File: src/rtl/pairwise_proximity_checker_core_assert.svh
// assertion macros shared by the rtl, sampled on clk and disabled during rst
`ifndef PAIRWISE_PROXIMITY_CHECKER_CORE_ASSERT_SVH
`define PAIRWISE_PROXIMITY_CHECKER_CORE_ASSERT_SVH

// same-cycle implication
`define PPC_CHECK(label, ante, cons, msg) \
  label: assert property (@(posedge clk) disable iff (rst) (ante) |-> (cons)) \
    else $error(msg);

// next-cycle implication
`define PPC_CHECK_NEXT(label, ante, cons, msg) \
  label: assert property (@(posedge clk) disable iff (rst) (ante) |=> (cons)) \
    else $error(msg);

`endif

File: src/rtl/ppc_pkg.sv
`default_nettype none
package ppc_pkg;

  localparam int MAX_NODES  = 8;
  localparam int COORD_BITS = 24;
  localparam int SAFETY_W   = 24;
  localparam int COUNT_W    = 4;
  localparam int CFG_DATA_W = 24;
  localparam int CFG_IDX_W  = 1;

  localparam logic [CFG_IDX_W-1:0] CFG_SAFETY_DISTANCE = 1'b0;
  localparam logic [CFG_IDX_W-1:0] CFG_NODE_COUNT      = 1'b1;

  localparam logic KIND_PAIR    = 1'b0;
  localparam logic KIND_SUMMARY = 1'b1;

  typedef struct packed {
    logic signed [COORD_BITS-1:0] x;
    logic signed [COORD_BITS-1:0] y;
    logic signed [COORD_BITS-1:0] z;
  } pos_t;

  typedef struct packed {
    logic                         present;
    logic                         arrived;
    logic signed [COORD_BITS-1:0] pos_x;
    logic signed [COORD_BITS-1:0] pos_y;
    logic signed [COORD_BITS-1:0] pos_z;
  } item_t;

  typedef struct packed {
    logic       kind;
    logic [2:0] first_node;
    logic [2:0] second_node;
    logic [7:0] collided_mask;
    logic [3:0] arrived_now;
    logic       all_arrived;
    logic       last;
  } result_t;

  typedef struct packed {
    logic done;
    logic close;
  } dist_res_t;

endpackage
`default_nettype wire

File: src/rtl/ppc_store.sv
`default_nettype none
module ppc_store #(
  parameter int DEPTH = 8
) (
  input  wire logic                       clk,
  input  wire logic                       wr_en,
  input  wire logic [$clog2(DEPTH)-1:0]   wr_addr,
  input  wire ppc_pkg::pos_t              wr_data,
  input  wire logic [$clog2(DEPTH)-1:0]   rd_addr_a,
  input  wire logic [$clog2(DEPTH)-1:0]   rd_addr_b,
  output ppc_pkg::pos_t                   rd_a,
  output ppc_pkg::pos_t                   rd_b
);
  import ppc_pkg::*;

  pos_t mem [DEPTH];

  always_ff @(posedge clk) begin
    if (wr_en) begin
      mem[wr_addr] <= wr_data;
    end
    rd_a <= mem[rd_addr_a];
    rd_b <= mem[rd_addr_b];
  end

endmodule
`default_nettype wire

File: src/rtl/ppc_dist.sv
`default_nettype none
module ppc_dist (
  input  wire logic                            clk,
  input  wire logic                            rst,
  input  wire logic                            run,
  input  wire ppc_pkg::pos_t                   coord_a,
  input  wire ppc_pkg::pos_t                   coord_b,
  input  wire logic [ppc_pkg::SAFETY_W-1:0]    safety,
  output ppc_pkg::dist_res_t                   res
);
  import ppc_pkg::*;

  localparam int DW = COORD_BITS + 1;
  localparam int PW = 2 * DW;
  localparam int SW = PW + 2;

  typedef enum logic [4:0] {
    STEP_X    = 5'b00001,
    STEP_Y    = 5'b00010,
    STEP_Z    = 5'b00100,
    STEP_LAST = 5'b01000,
    STEP_DONE = 5'b10000
  } step_t;

  step_t                        step;
  step_t                        step_next;
  logic signed [COORD_BITS-1:0] ca;
  logic signed [COORD_BITS-1:0] cb;
  logic signed [DW-1:0]         diff;
  logic [DW-1:0]                mag;
  logic                         far_now;
  logic [DW-1:0]                mul_in;
  logic [DW-1:0]                d;
  logic [PW-1:0]                prod;
  logic [PW-1:0]                thr;
  logic [SW-1:0]                acc;
  logic                         far;
  logic [SW-1:0]                sum;

  always_comb begin
    case (step)
      STEP_X: begin
        ca = coord_a.x;
        cb = coord_b.x;
      end
      STEP_Y: begin
        ca = coord_a.y;
        cb = coord_b.y;
      end
      STEP_Z: begin
        ca = coord_a.z;
        cb = coord_b.z;
      end
      default: begin
        ca = coord_a.x;
        cb = coord_b.x;
      end
    endcase
    diff    = DW'(ca) - DW'(cb);
    mag     = diff[DW-1] ? DW'(-diff) : DW'(diff);
    far_now = mag > DW'(safety);
    // first step squares the threshold, later steps square the axis gaps
    mul_in  = (step == STEP_X) ? DW'(safety) : d;
    sum     = acc + SW'(prod);
  end

  always_comb begin
    case (step)
      STEP_X:    step_next = STEP_Y;
      STEP_Y:    step_next = STEP_Z;
      STEP_Z:    step_next = STEP_LAST;
      STEP_LAST: step_next = STEP_DONE;
      default:   step_next = STEP_X;
    endcase
  end

  always_ff @(posedge clk) begin
    if (rst) begin
      step <= STEP_X;
    end else if (run) begin
      step <= step_next;
    end else begin
      step <= STEP_X;
    end
  end

  always_ff @(posedge clk) begin
    if (run) begin
      case (step)
        STEP_X: begin
          prod <= mul_in * mul_in;
          d    <= mag;
          far  <= far_now;
        end
        STEP_Y: begin
          thr  <= prod;
          prod <= mul_in * mul_in;
          d    <= mag;
          far  <= far | far_now;
        end
        STEP_Z: begin
          acc  <= SW'(prod);
          prod <= mul_in * mul_in;
          d    <= mag;
          far  <= far | far_now;
        end
        STEP_LAST: begin
          acc  <= sum;
          prod <= mul_in * mul_in;
        end
        default: begin
        end
      endcase
    end
  end

  assign res.done  = run && (step == STEP_DONE);
  assign res.close = !far && (sum <= SW'(thr));

endmodule
`default_nettype wire

File: src/rtl/pairwise_proximity_checker_core.sv
`default_nettype none
// Pairwise proximity checker. Node items come in slot order, one beat each, and
// are taken at one per cycle; present nodes that have not arrived are stored and
// take part in the round, present nodes that have arrived are counted. After the
// last slot of a round the block stops taking items and walks every slot pair
// i<j: each candidate pair is checked, and a pair with both nodes taking part
// goes through the shared squared-distance unit (one 25x25 multiplier that
// squares the threshold and then the three axis gaps, with an accumulator); a
// pair found within the safety distance is handed over as a collision report.
// The summary beat closes the round. The walk is bounded by the single
// multiplier. A finished beat waits in the output register while the next
// round loads.
module pairwise_proximity_checker_core (
  input  wire logic                               clk,
  input  wire logic                               rst,
  input  wire logic                               item_valid,
  output logic                                    item_stall,
  input  wire ppc_pkg::item_t                     item,
  output logic                                    result_valid,
  input  wire logic                               result_stall,
  output ppc_pkg::result_t                        result,
  input  wire logic                               cfg_write,
  input  wire logic [ppc_pkg::CFG_IDX_W-1:0]      cfg_index,
  input  wire logic [ppc_pkg::CFG_DATA_W-1:0]     cfg_data
);
  import ppc_pkg::*;

`include "pairwise_proximity_checker_core_assert.svh"

  localparam int IW = $clog2(MAX_NODES);
  localparam int CW = $clog2(MAX_NODES + 1);
  localparam logic [COUNT_W-1:0] MAX_CNT = COUNT_W'(MAX_NODES);

  typedef enum logic [4:0] {
    S_LOAD    = 5'b00001,
    S_WALK    = 5'b00010,
    S_CALC    = 5'b00100,
    S_EMIT    = 5'b01000,
    S_SUMMARY = 5'b10000
  } state_t;

  state_t                state;
  state_t                state_next;
  logic [SAFETY_W-1:0]   safety_distance;
  logic [COUNT_W-1:0]    node_count;
  logic [MAX_NODES-1:0]  valid_mask;
  logic [MAX_NODES-1:0]  valid_load;
  logic [MAX_NODES-1:0]  collided;
  logic [MAX_NODES-1:0]  pair_bits;
  logic [IW-1:0]         load_index;
  logic [COUNT_W-1:0]    round_arrivals;
  logic [COUNT_W-1:0]    total_arrivals;
  logic [CW-1:0]         n_eff;
  logic [CW-1:0]         i;
  logic [CW-1:0]         j;
  logic [CW:0]           i_inc1;
  logic [CW:0]           i_inc2;
  logic [CW-1:0]         j_inc1;
  logic                  item_accept;
  logic                  load_last;
  logic                  took_part;
  logic                  arrival;
  logic                  pair_left;
  logic                  both_valid;
  logic                  out_free;
  logic                  out_load;
  logic                  pair_ok;
  logic                  round_done;
  logic                  round_clear;
  result_t               result_next;
  pos_t                  wr_pos;
  pos_t                  rd_a;
  pos_t                  rd_b;
  dist_res_t             dist_res;

  always_comb begin
    if (node_count < COUNT_W'(2)) begin
      n_eff = CW'(2);
    end else if (node_count > MAX_CNT) begin
      n_eff = CW'(MAX_NODES);
    end else begin
      n_eff = CW'(node_count);
    end
  end

  assign item_stall  = (state != S_LOAD);
  assign item_accept = item_valid && (state == S_LOAD);
  assign took_part   = item.present && !item.arrived;
  assign arrival     = item.present && item.arrived;
  assign load_last   = (CW'(load_index) + CW'(1)) >= n_eff;

  assign i_inc1     = {1'b0, i} + (CW+1)'(1);
  assign i_inc2     = {1'b0, i} + (CW+1)'(2);
  assign j_inc1     = j + CW'(1);
  assign pair_left  = i_inc1 < {1'b0, n_eff};
  assign both_valid = valid_mask[i[IW-1:0]] && valid_mask[j[IW-1:0]];

  assign out_free = !result_valid || !result_stall;
  assign out_load = ((state == S_EMIT) || (state == S_SUMMARY)) && out_free;

  always_comb begin
    valid_load                = valid_mask;
    valid_load[load_index]    = took_part;
    pair_bits                 = '0;
    pair_bits[i[IW-1:0]]      = 1'b1;
    pair_bits[j[IW-1:0]]      = 1'b1;
  end

  assign wr_pos.x = item.pos_x;
  assign wr_pos.y = item.pos_y;
  assign wr_pos.z = item.pos_z;

  ppc_store #(
    .DEPTH(MAX_NODES)
  ) u_store (
    .clk       (clk),
    .wr_en     (item_accept && took_part),
    .wr_addr   (load_index),
    .wr_data   (wr_pos),
    .rd_addr_a (i[IW-1:0]),
    .rd_addr_b (j[IW-1:0]),
    .rd_a      (rd_a),
    .rd_b      (rd_b)
  );

  ppc_dist u_dist (
    .clk     (clk),
    .rst     (rst),
    .run     (state == S_CALC),
    .coord_a (rd_a),
    .coord_b (rd_b),
    .safety  (safety_distance),
    .res     (dist_res)
  );

  always_comb begin
    state_next = state;
    case (state)
      S_LOAD: begin
        if (item_accept && load_last) begin
          state_next = S_WALK;
        end
      end
      S_WALK: begin
        if (!pair_left) begin
          state_next = S_SUMMARY;
        end else if ((j < n_eff) && both_valid) begin
          state_next = S_CALC;
        end
      end
      S_CALC: begin
        if (dist_res.done) begin
          state_next = dist_res.close ? S_EMIT : S_WALK;
        end
      end
      S_EMIT: begin
        if (out_free) begin
          state_next = S_WALK;
        end
      end
      S_SUMMARY: begin
        if (out_free) begin
          state_next = S_LOAD;
        end
      end
      default: begin
        state_next = S_LOAD;
      end
    endcase
  end

  always_ff @(posedge clk) begin
    if (rst) begin
      state           <= S_LOAD;
      safety_distance <= SAFETY_W'(256);
      node_count      <= COUNT_W'(8);
      valid_mask      <= '0;
      collided        <= '0;
      load_index      <= '0;
      round_arrivals  <= '0;
      total_arrivals  <= '0;
      i               <= '0;
      j               <= '0;
      result_valid    <= 1'b0;
    end else begin
      state <= state_next;

      if (cfg_write) begin
        case (cfg_index)
          CFG_SAFETY_DISTANCE: safety_distance <= cfg_data[SAFETY_W-1:0];
          CFG_NODE_COUNT:      node_count      <= cfg_data[COUNT_W-1:0];
          default: begin
          end
        endcase
      end

      if (out_load) begin
        result_valid <= 1'b1;
      end else if (!result_stall) begin
        result_valid <= 1'b0;
      end

      case (state)
        S_LOAD: begin
          if (item_accept) begin
            valid_mask <= valid_load;
            if (arrival) begin
              round_arrivals <= round_arrivals + COUNT_W'(1);
              if (total_arrivals != '1) begin
                total_arrivals <= total_arrivals + COUNT_W'(1);
              end
            end
            if (load_last) begin
              load_index <= '0;
              i          <= '0;
              j          <= CW'(1);
            end else begin
              load_index <= load_index + IW'(1);
            end
          end
        end
        S_WALK: begin
          if (pair_left) begin
            if (j >= n_eff) begin
              i <= i_inc1[CW-1:0];
              j <= i_inc2[CW-1:0];
            end else if (!both_valid) begin
              j <= j_inc1;
            end
          end
        end
        S_CALC: begin
          if (dist_res.done) begin
            if (dist_res.close) begin
              collided <= collided | pair_bits;
            end else begin
              j <= j_inc1;
            end
          end
        end
        S_EMIT: begin
          if (out_free) begin
            j <= j_inc1;
          end
        end
        S_SUMMARY: begin
          if (out_free) begin
            valid_mask     <= '0;
            collided       <= '0;
            round_arrivals <= '0;
          end
        end
        default: begin
        end
      endcase
    end
  end

  always_comb begin
    result_next = '0;
    if (state == S_SUMMARY) begin
      result_next.kind          = KIND_SUMMARY;
      result_next.collided_mask = 8'(collided);
      result_next.arrived_now   = round_arrivals;
      result_next.all_arrived   = (total_arrivals == node_count);
      result_next.last          = 1'b1;
    end else begin
      result_next.kind        = KIND_PAIR;
      result_next.first_node  = 3'(i);
      result_next.second_node = 3'(j);
    end
  end

  always_ff @(posedge clk) begin
    if (out_load) begin
      result <= result_next;
    end
  end

  assign pair_ok     = both_valid && (i < j) && (j < n_eff);
  assign round_done  = (state == S_SUMMARY) && out_free;
  assign round_clear = (valid_mask == '0) && (collided == '0);

  `PPC_CHECK(a_done_in_calc, dist_res.done, state == S_CALC, "distance unit done outside calc")
  `PPC_CHECK(a_emit_pair_ok, state == S_EMIT, pair_ok, "bad pair report")
  `PPC_CHECK_NEXT(a_round_cleared, round_done, (state == S_LOAD) && round_clear, "round not cleared")
  `PPC_CHECK_NEXT(a_total_grows, 1'b1, total_arrivals >= $past(total_arrivals), "arrival total dropped")

endmodule
`default_nettype wire
File: config.mk
export PLATFORM = sky130hd
export DESIGN_NAME = pairwise_proximity_checker_core
export DESIGN_NICKNAME = d
export VERILOG_FILES = /design/src/rtl/ppc_pkg.sv /design/src/rtl/ppc_store.sv /design/src/rtl/ppc_dist.sv /design/src/rtl/pairwise_proximity_checker_core.sv
export VERILOG_INCLUDE_DIRS = /design/src /design/src/rtl
export SDC_FILE = /design/constraint.sdc
export NUM_CORES = 2
export LEC_CHECK = 0
export BUFFER_PORTS_ARGS = -buffer_cell sky130_fd_sc_hd__buf_4
export CORE_MARGIN = 2
export CORE_UTILIZATION = 45
export DETAILED_ROUTE_END_ITERATION = 6
export GPL_ROUTABILITY_DRIVEN = 0
export GPL_TIMING_DRIVEN = 0
export MAX_ROUTING_LAYER = met4
export PLACE_DENSITY = 0.6
export SLEW_MARGIN = 20
export SYNTH_ARGS = -nofsm -noshare
export SYNTH_HDL_FRONTEND = slang
export SYNTH_SLANG_ARGS = --single-unit
File: constraint.sdc
create_clock -name clk -period 8.7 [get_ports clk]
set_input_delay 0.87 -clock clk [delete_from_list [all_inputs] [get_ports clk]]
set_output_delay 0.87 -clock clk [all_outputs]
set_load 0.05 [all_outputs]
==> flow_metrics.env <==
export IMPL_hold_end="u_store.mem[2][49]$_DFFE_PP_"
export IMPL_fin_nets=6690
export IMPL_maxCapViolations=0
export IMPL_r2r_cells=30
export IMPL_place_hpwl_mm=152
export IMPL_status="finished, final reports clean"
export IMPL_synth_most_common_cell="inv_1"
export IMPL_clk_pin_slew_ps=60
export IMPL_dpl_cell_count=7432
export IMPL_routed_via_density=5.86
export IMPL_fmax_mhz=118
export IMPL_maxSlewViolCount=0
export IMPL_antenna_left=0
export IMPL_ys_dominant_reg_cell="edfxtp_1"
export IMPL_stdcell_count=7669
export IMPL_p_leak_nw=29.7
export IMPL_netlist_top_cells_count="801 x inv_1, 772 x edfxtp_1, 681 x nand2_1, 469 x fa_1, 345 x ha_1"
export IMPL_start_util_pct=45.4
export IMPL_synth_async_reset_ratio_pct=0
export IMPL_crit_type="reg2reg"
export IMPL_wl_per_cell_microns=26.3
export IMPL_grt_pass1_vias=45300
export IMPL_cp_arrival_ps=8960
export IMPL_coreArea_sq_mm=0.138
export IMPL_seq_area_frac_synth_pct=44.1
export IMPL_die_w_microns=377
export IMPL_die_h_microns=377
export IMPL_drc_errors=0
export IMPL_yosys_area_top_type_share_pct=37.1
export IMPL_yosys_top_cells_area="edfxtp_1 37%, fa_1 15%, dfxtp_1 7.0%"
export IMPL_worstHoldStart="item[49]"
export IMPL_area_growth_pct=14.2
export IMPL_relSlewSlack_pct=14.0
export IMPL_crit_top_cell="fa_1"
export IMPL_rsz0062_at_grt="yes"
export IMPL_critPathCaptureType="register"
export IMPL_skew_ps=86.5
export IMPL_finalCriticalPeriod_ps=8450
export IMPL_cp_required_ps=9200
export IMPL_period_share_pct=97.2
export IMPL_slowest_stage="fa_1"
export IMPL_drive_above_1_share_pct=13.1
export IMPL_ff2ff_setup_slack_ps=250
export IMPL_dr_pass1_iters=6
export IMPL_vias=44900
export IMPL_synth_top_area_cell="edfxtp_1"
export IMPL_p_per_area_mw_per_mm2=182
export IMPL_yosys_register_bits=990
export IMPL_worst_path_max_fanout=10
export IMPL_io_pins=127
export IMPL_cp_start_kind="register"
export IMPL_tightest_slew_ps=1290
export IMPL_synth_enable_flop_cells=772
export IMPL_max_stage_delay_ps=590
export IMPL_grt_max_degree=25
export IMPL_min_path_cells=1
export IMPL_syn_avg_cell_area_sq_um=11.5
export IMPL_clockBufferDepth=3
export IMPL_rows=136
export IMPL_track_usage_pct=29.2
export IMPL_grt_ovfl_total=0
export IMPL_routed_wl_mm=202
export IMPL_syn_area_sq_mm=0.0625
export IMPL_irDropWorstVdd_uv=199
export IMPL_place_ws_ps=-2140
export IMPL_numCtsBuffers=101
export IMPL_grt_pass1_wl_mm=294
export IMPL_antenna_found_initial=18
export IMPL_ctsHtreeMaxLevel=3
export IMPL_netlist_cell_type_count=86
export IMPL_die_area_sq_mm=0.142
export IMPL_synth_cells=5445
export IMPL_ys_warn_count=0
export IMPL_fin_util_pct=51.9
export IMPL_r2r_start="u_dist.step[2]$_SDFF_PP0_"
export IMPL_clock_sinks=990
export IMPL_timing_rr_end="u_dist.prod[49]$_DFFE_PP_"
export IMPL_port_buffers=126
export IMPL_cts_hold_buffers=0
export IMPL_first_iter_violations=4758
export IMPL_hold_ws_ps=323
export IMPL_hold_viol_final=0
export IMPL_timing_final_ws_setup_ps=247
export IMPL_synth_net_count=6363
export IMPL_hold_path_class="in2reg"
export IMPL_cts_tree="built"
export IMPL_ctsRootBufferMaster="clkbuf_16"
export IMPL_setup_viol=0
export IMPL_clkLatencyLatePin_ps=770
metrics by stage:
step           TNS [ps]  cell area (sq um)  total power, W
2_1_floorplan         0              62500         0.00737
3_3_place_gp   -1272250              65700         0.00835
3_5_place_dp     -41920              66900         0.00842
4_1_cts               0              70800          0.0130
5_1_grt            -115              71400          0.0135
6_report              0              71400          0.0130
per-layer routing:
metal	vias to the layer above	wire, microns	part of all wire (%)	GRT usage [%]
met1	22300	75900	38	35.2
met4	0	12800	6.3	15.7
met5	-	0	0	-
met3	599	18300	9.1	5.97
met2	2265	94600	47	46.2
li1	19700	-	-	-
placed cells by master, fill, tap and decap left out, drive strengths merged, types with 110 or more instances in the layout:
| cell | instances |
|---|---|
| a21oi | 209 |
| a22oi | 323 |
| buf | 291 |
| clkbuf | 300 |
| dfxtp | 218 |
| edfxtp | 772 |
| fa | 469 |
| ha | 345 |
| inv | 802 |
| mux4 | 146 |
| nand2 | 681 |
| nand4 | 110 |
| nor2 | 290 |
what timing repair did:
item / in CTS / in global routing
pin swaps: 7 / 13
buffers inserted: 13 / 20
gates resized for setup: 136 / 128
gates cloned: 0 / 1
endpoints found under the setup margin: 31 / 20
area by class of cell:
| type | instances | area [sq um] |
|---|---|---|
| Fill cell | 12000 | 66300 |
| Multi-Input combinational cell | 3416 | 31600 |
| Sequential cell | 990 | 27500 |
| Inverter | 806 | 3050 |
| Clock buffer | 134 | 2810 |
| Tap cell | 1794 | 2240 |
| Timing Repair Buffer | 228 | 2240 |
| Buffer | 229 | 1160 |
| Clock inverter | 56 | 707 |
| Antenna cell | 16 | 40.0 |
report_power, final:
group,total (W),switching [W],leakage (nW),internal [W]
clock network,0.00457,0.00197,1.72,0.00260
logic,0.00288,0.00181,19.2,0.00107
registers,0.00555,0.000176,8.82,0.00538
total,0.0130,0.00395,29.7,0.00905
flip-flops by register name (all words and copies together), names as in the netlist, 24 cells and up:
name / cells
u_dist.prod: 49
u_dist.acc: 52
safety_distance: 24
u_store.rd_a: 72
u_store.rd_b: 72
u_dist.thr: 49
u_store.mem: 576
u_dist.d: 25
cells by family after synthesis:
family	synth area share, %
AO/OA/AOI/OAI	10.6
XOR/XNOR	2.07
adder cells (fa/ha/maj)	21.9
buffers and inverters	6.26
flip-flops	44.1
multiplexers	5.60
AND/OR/NAND/NOR	9.49
how the worst max path moves through the flow:
stage | startpoint | endpoint | slack [ps] | depth (start not counted)
after floorplan | u_dist.step[2]$_SDFF_PP0_ | u_dist.prod[49]$_DFFE_PP_ | 470 | 32
after global placement | state[2]$_SDFFE_PP0P_ | u_store.mem[0][43]$_DFFE_PP_ | -4840 | 5
after detailed placement | u_dist.step[3]$_SDFF_PP0_ | u_dist.prod[49]$_DFFE_PP_ | -2140 | 29
after CTS | u_dist.step[3]$_SDFF_PP0_ | u_dist.prod[49]$_DFFE_PP_ | 5 | 32
after global routing | u_dist.step[2]$_SDFF_PP0_ | u_dist.prod[49]$_DFFE_PP_ | -70 | 32
final | u_dist.step[2]$_SDFF_PP0_ | u_dist.prod[49]$_DFFE_PP_ | 250 | 30
critical path, delay by kind of cell, from the launching register on:
family	cells	cell delay, ps
AND/OR/NAND/NOR	5	630
XOR/XNOR	1	140
adder cells (fa/ha/maj)	8	3870
AO/OA/AOI/OAI	8	2130
flip-flops	1	350
buffers and inverters	8	1050
Power figures use the tool's default switching activity.
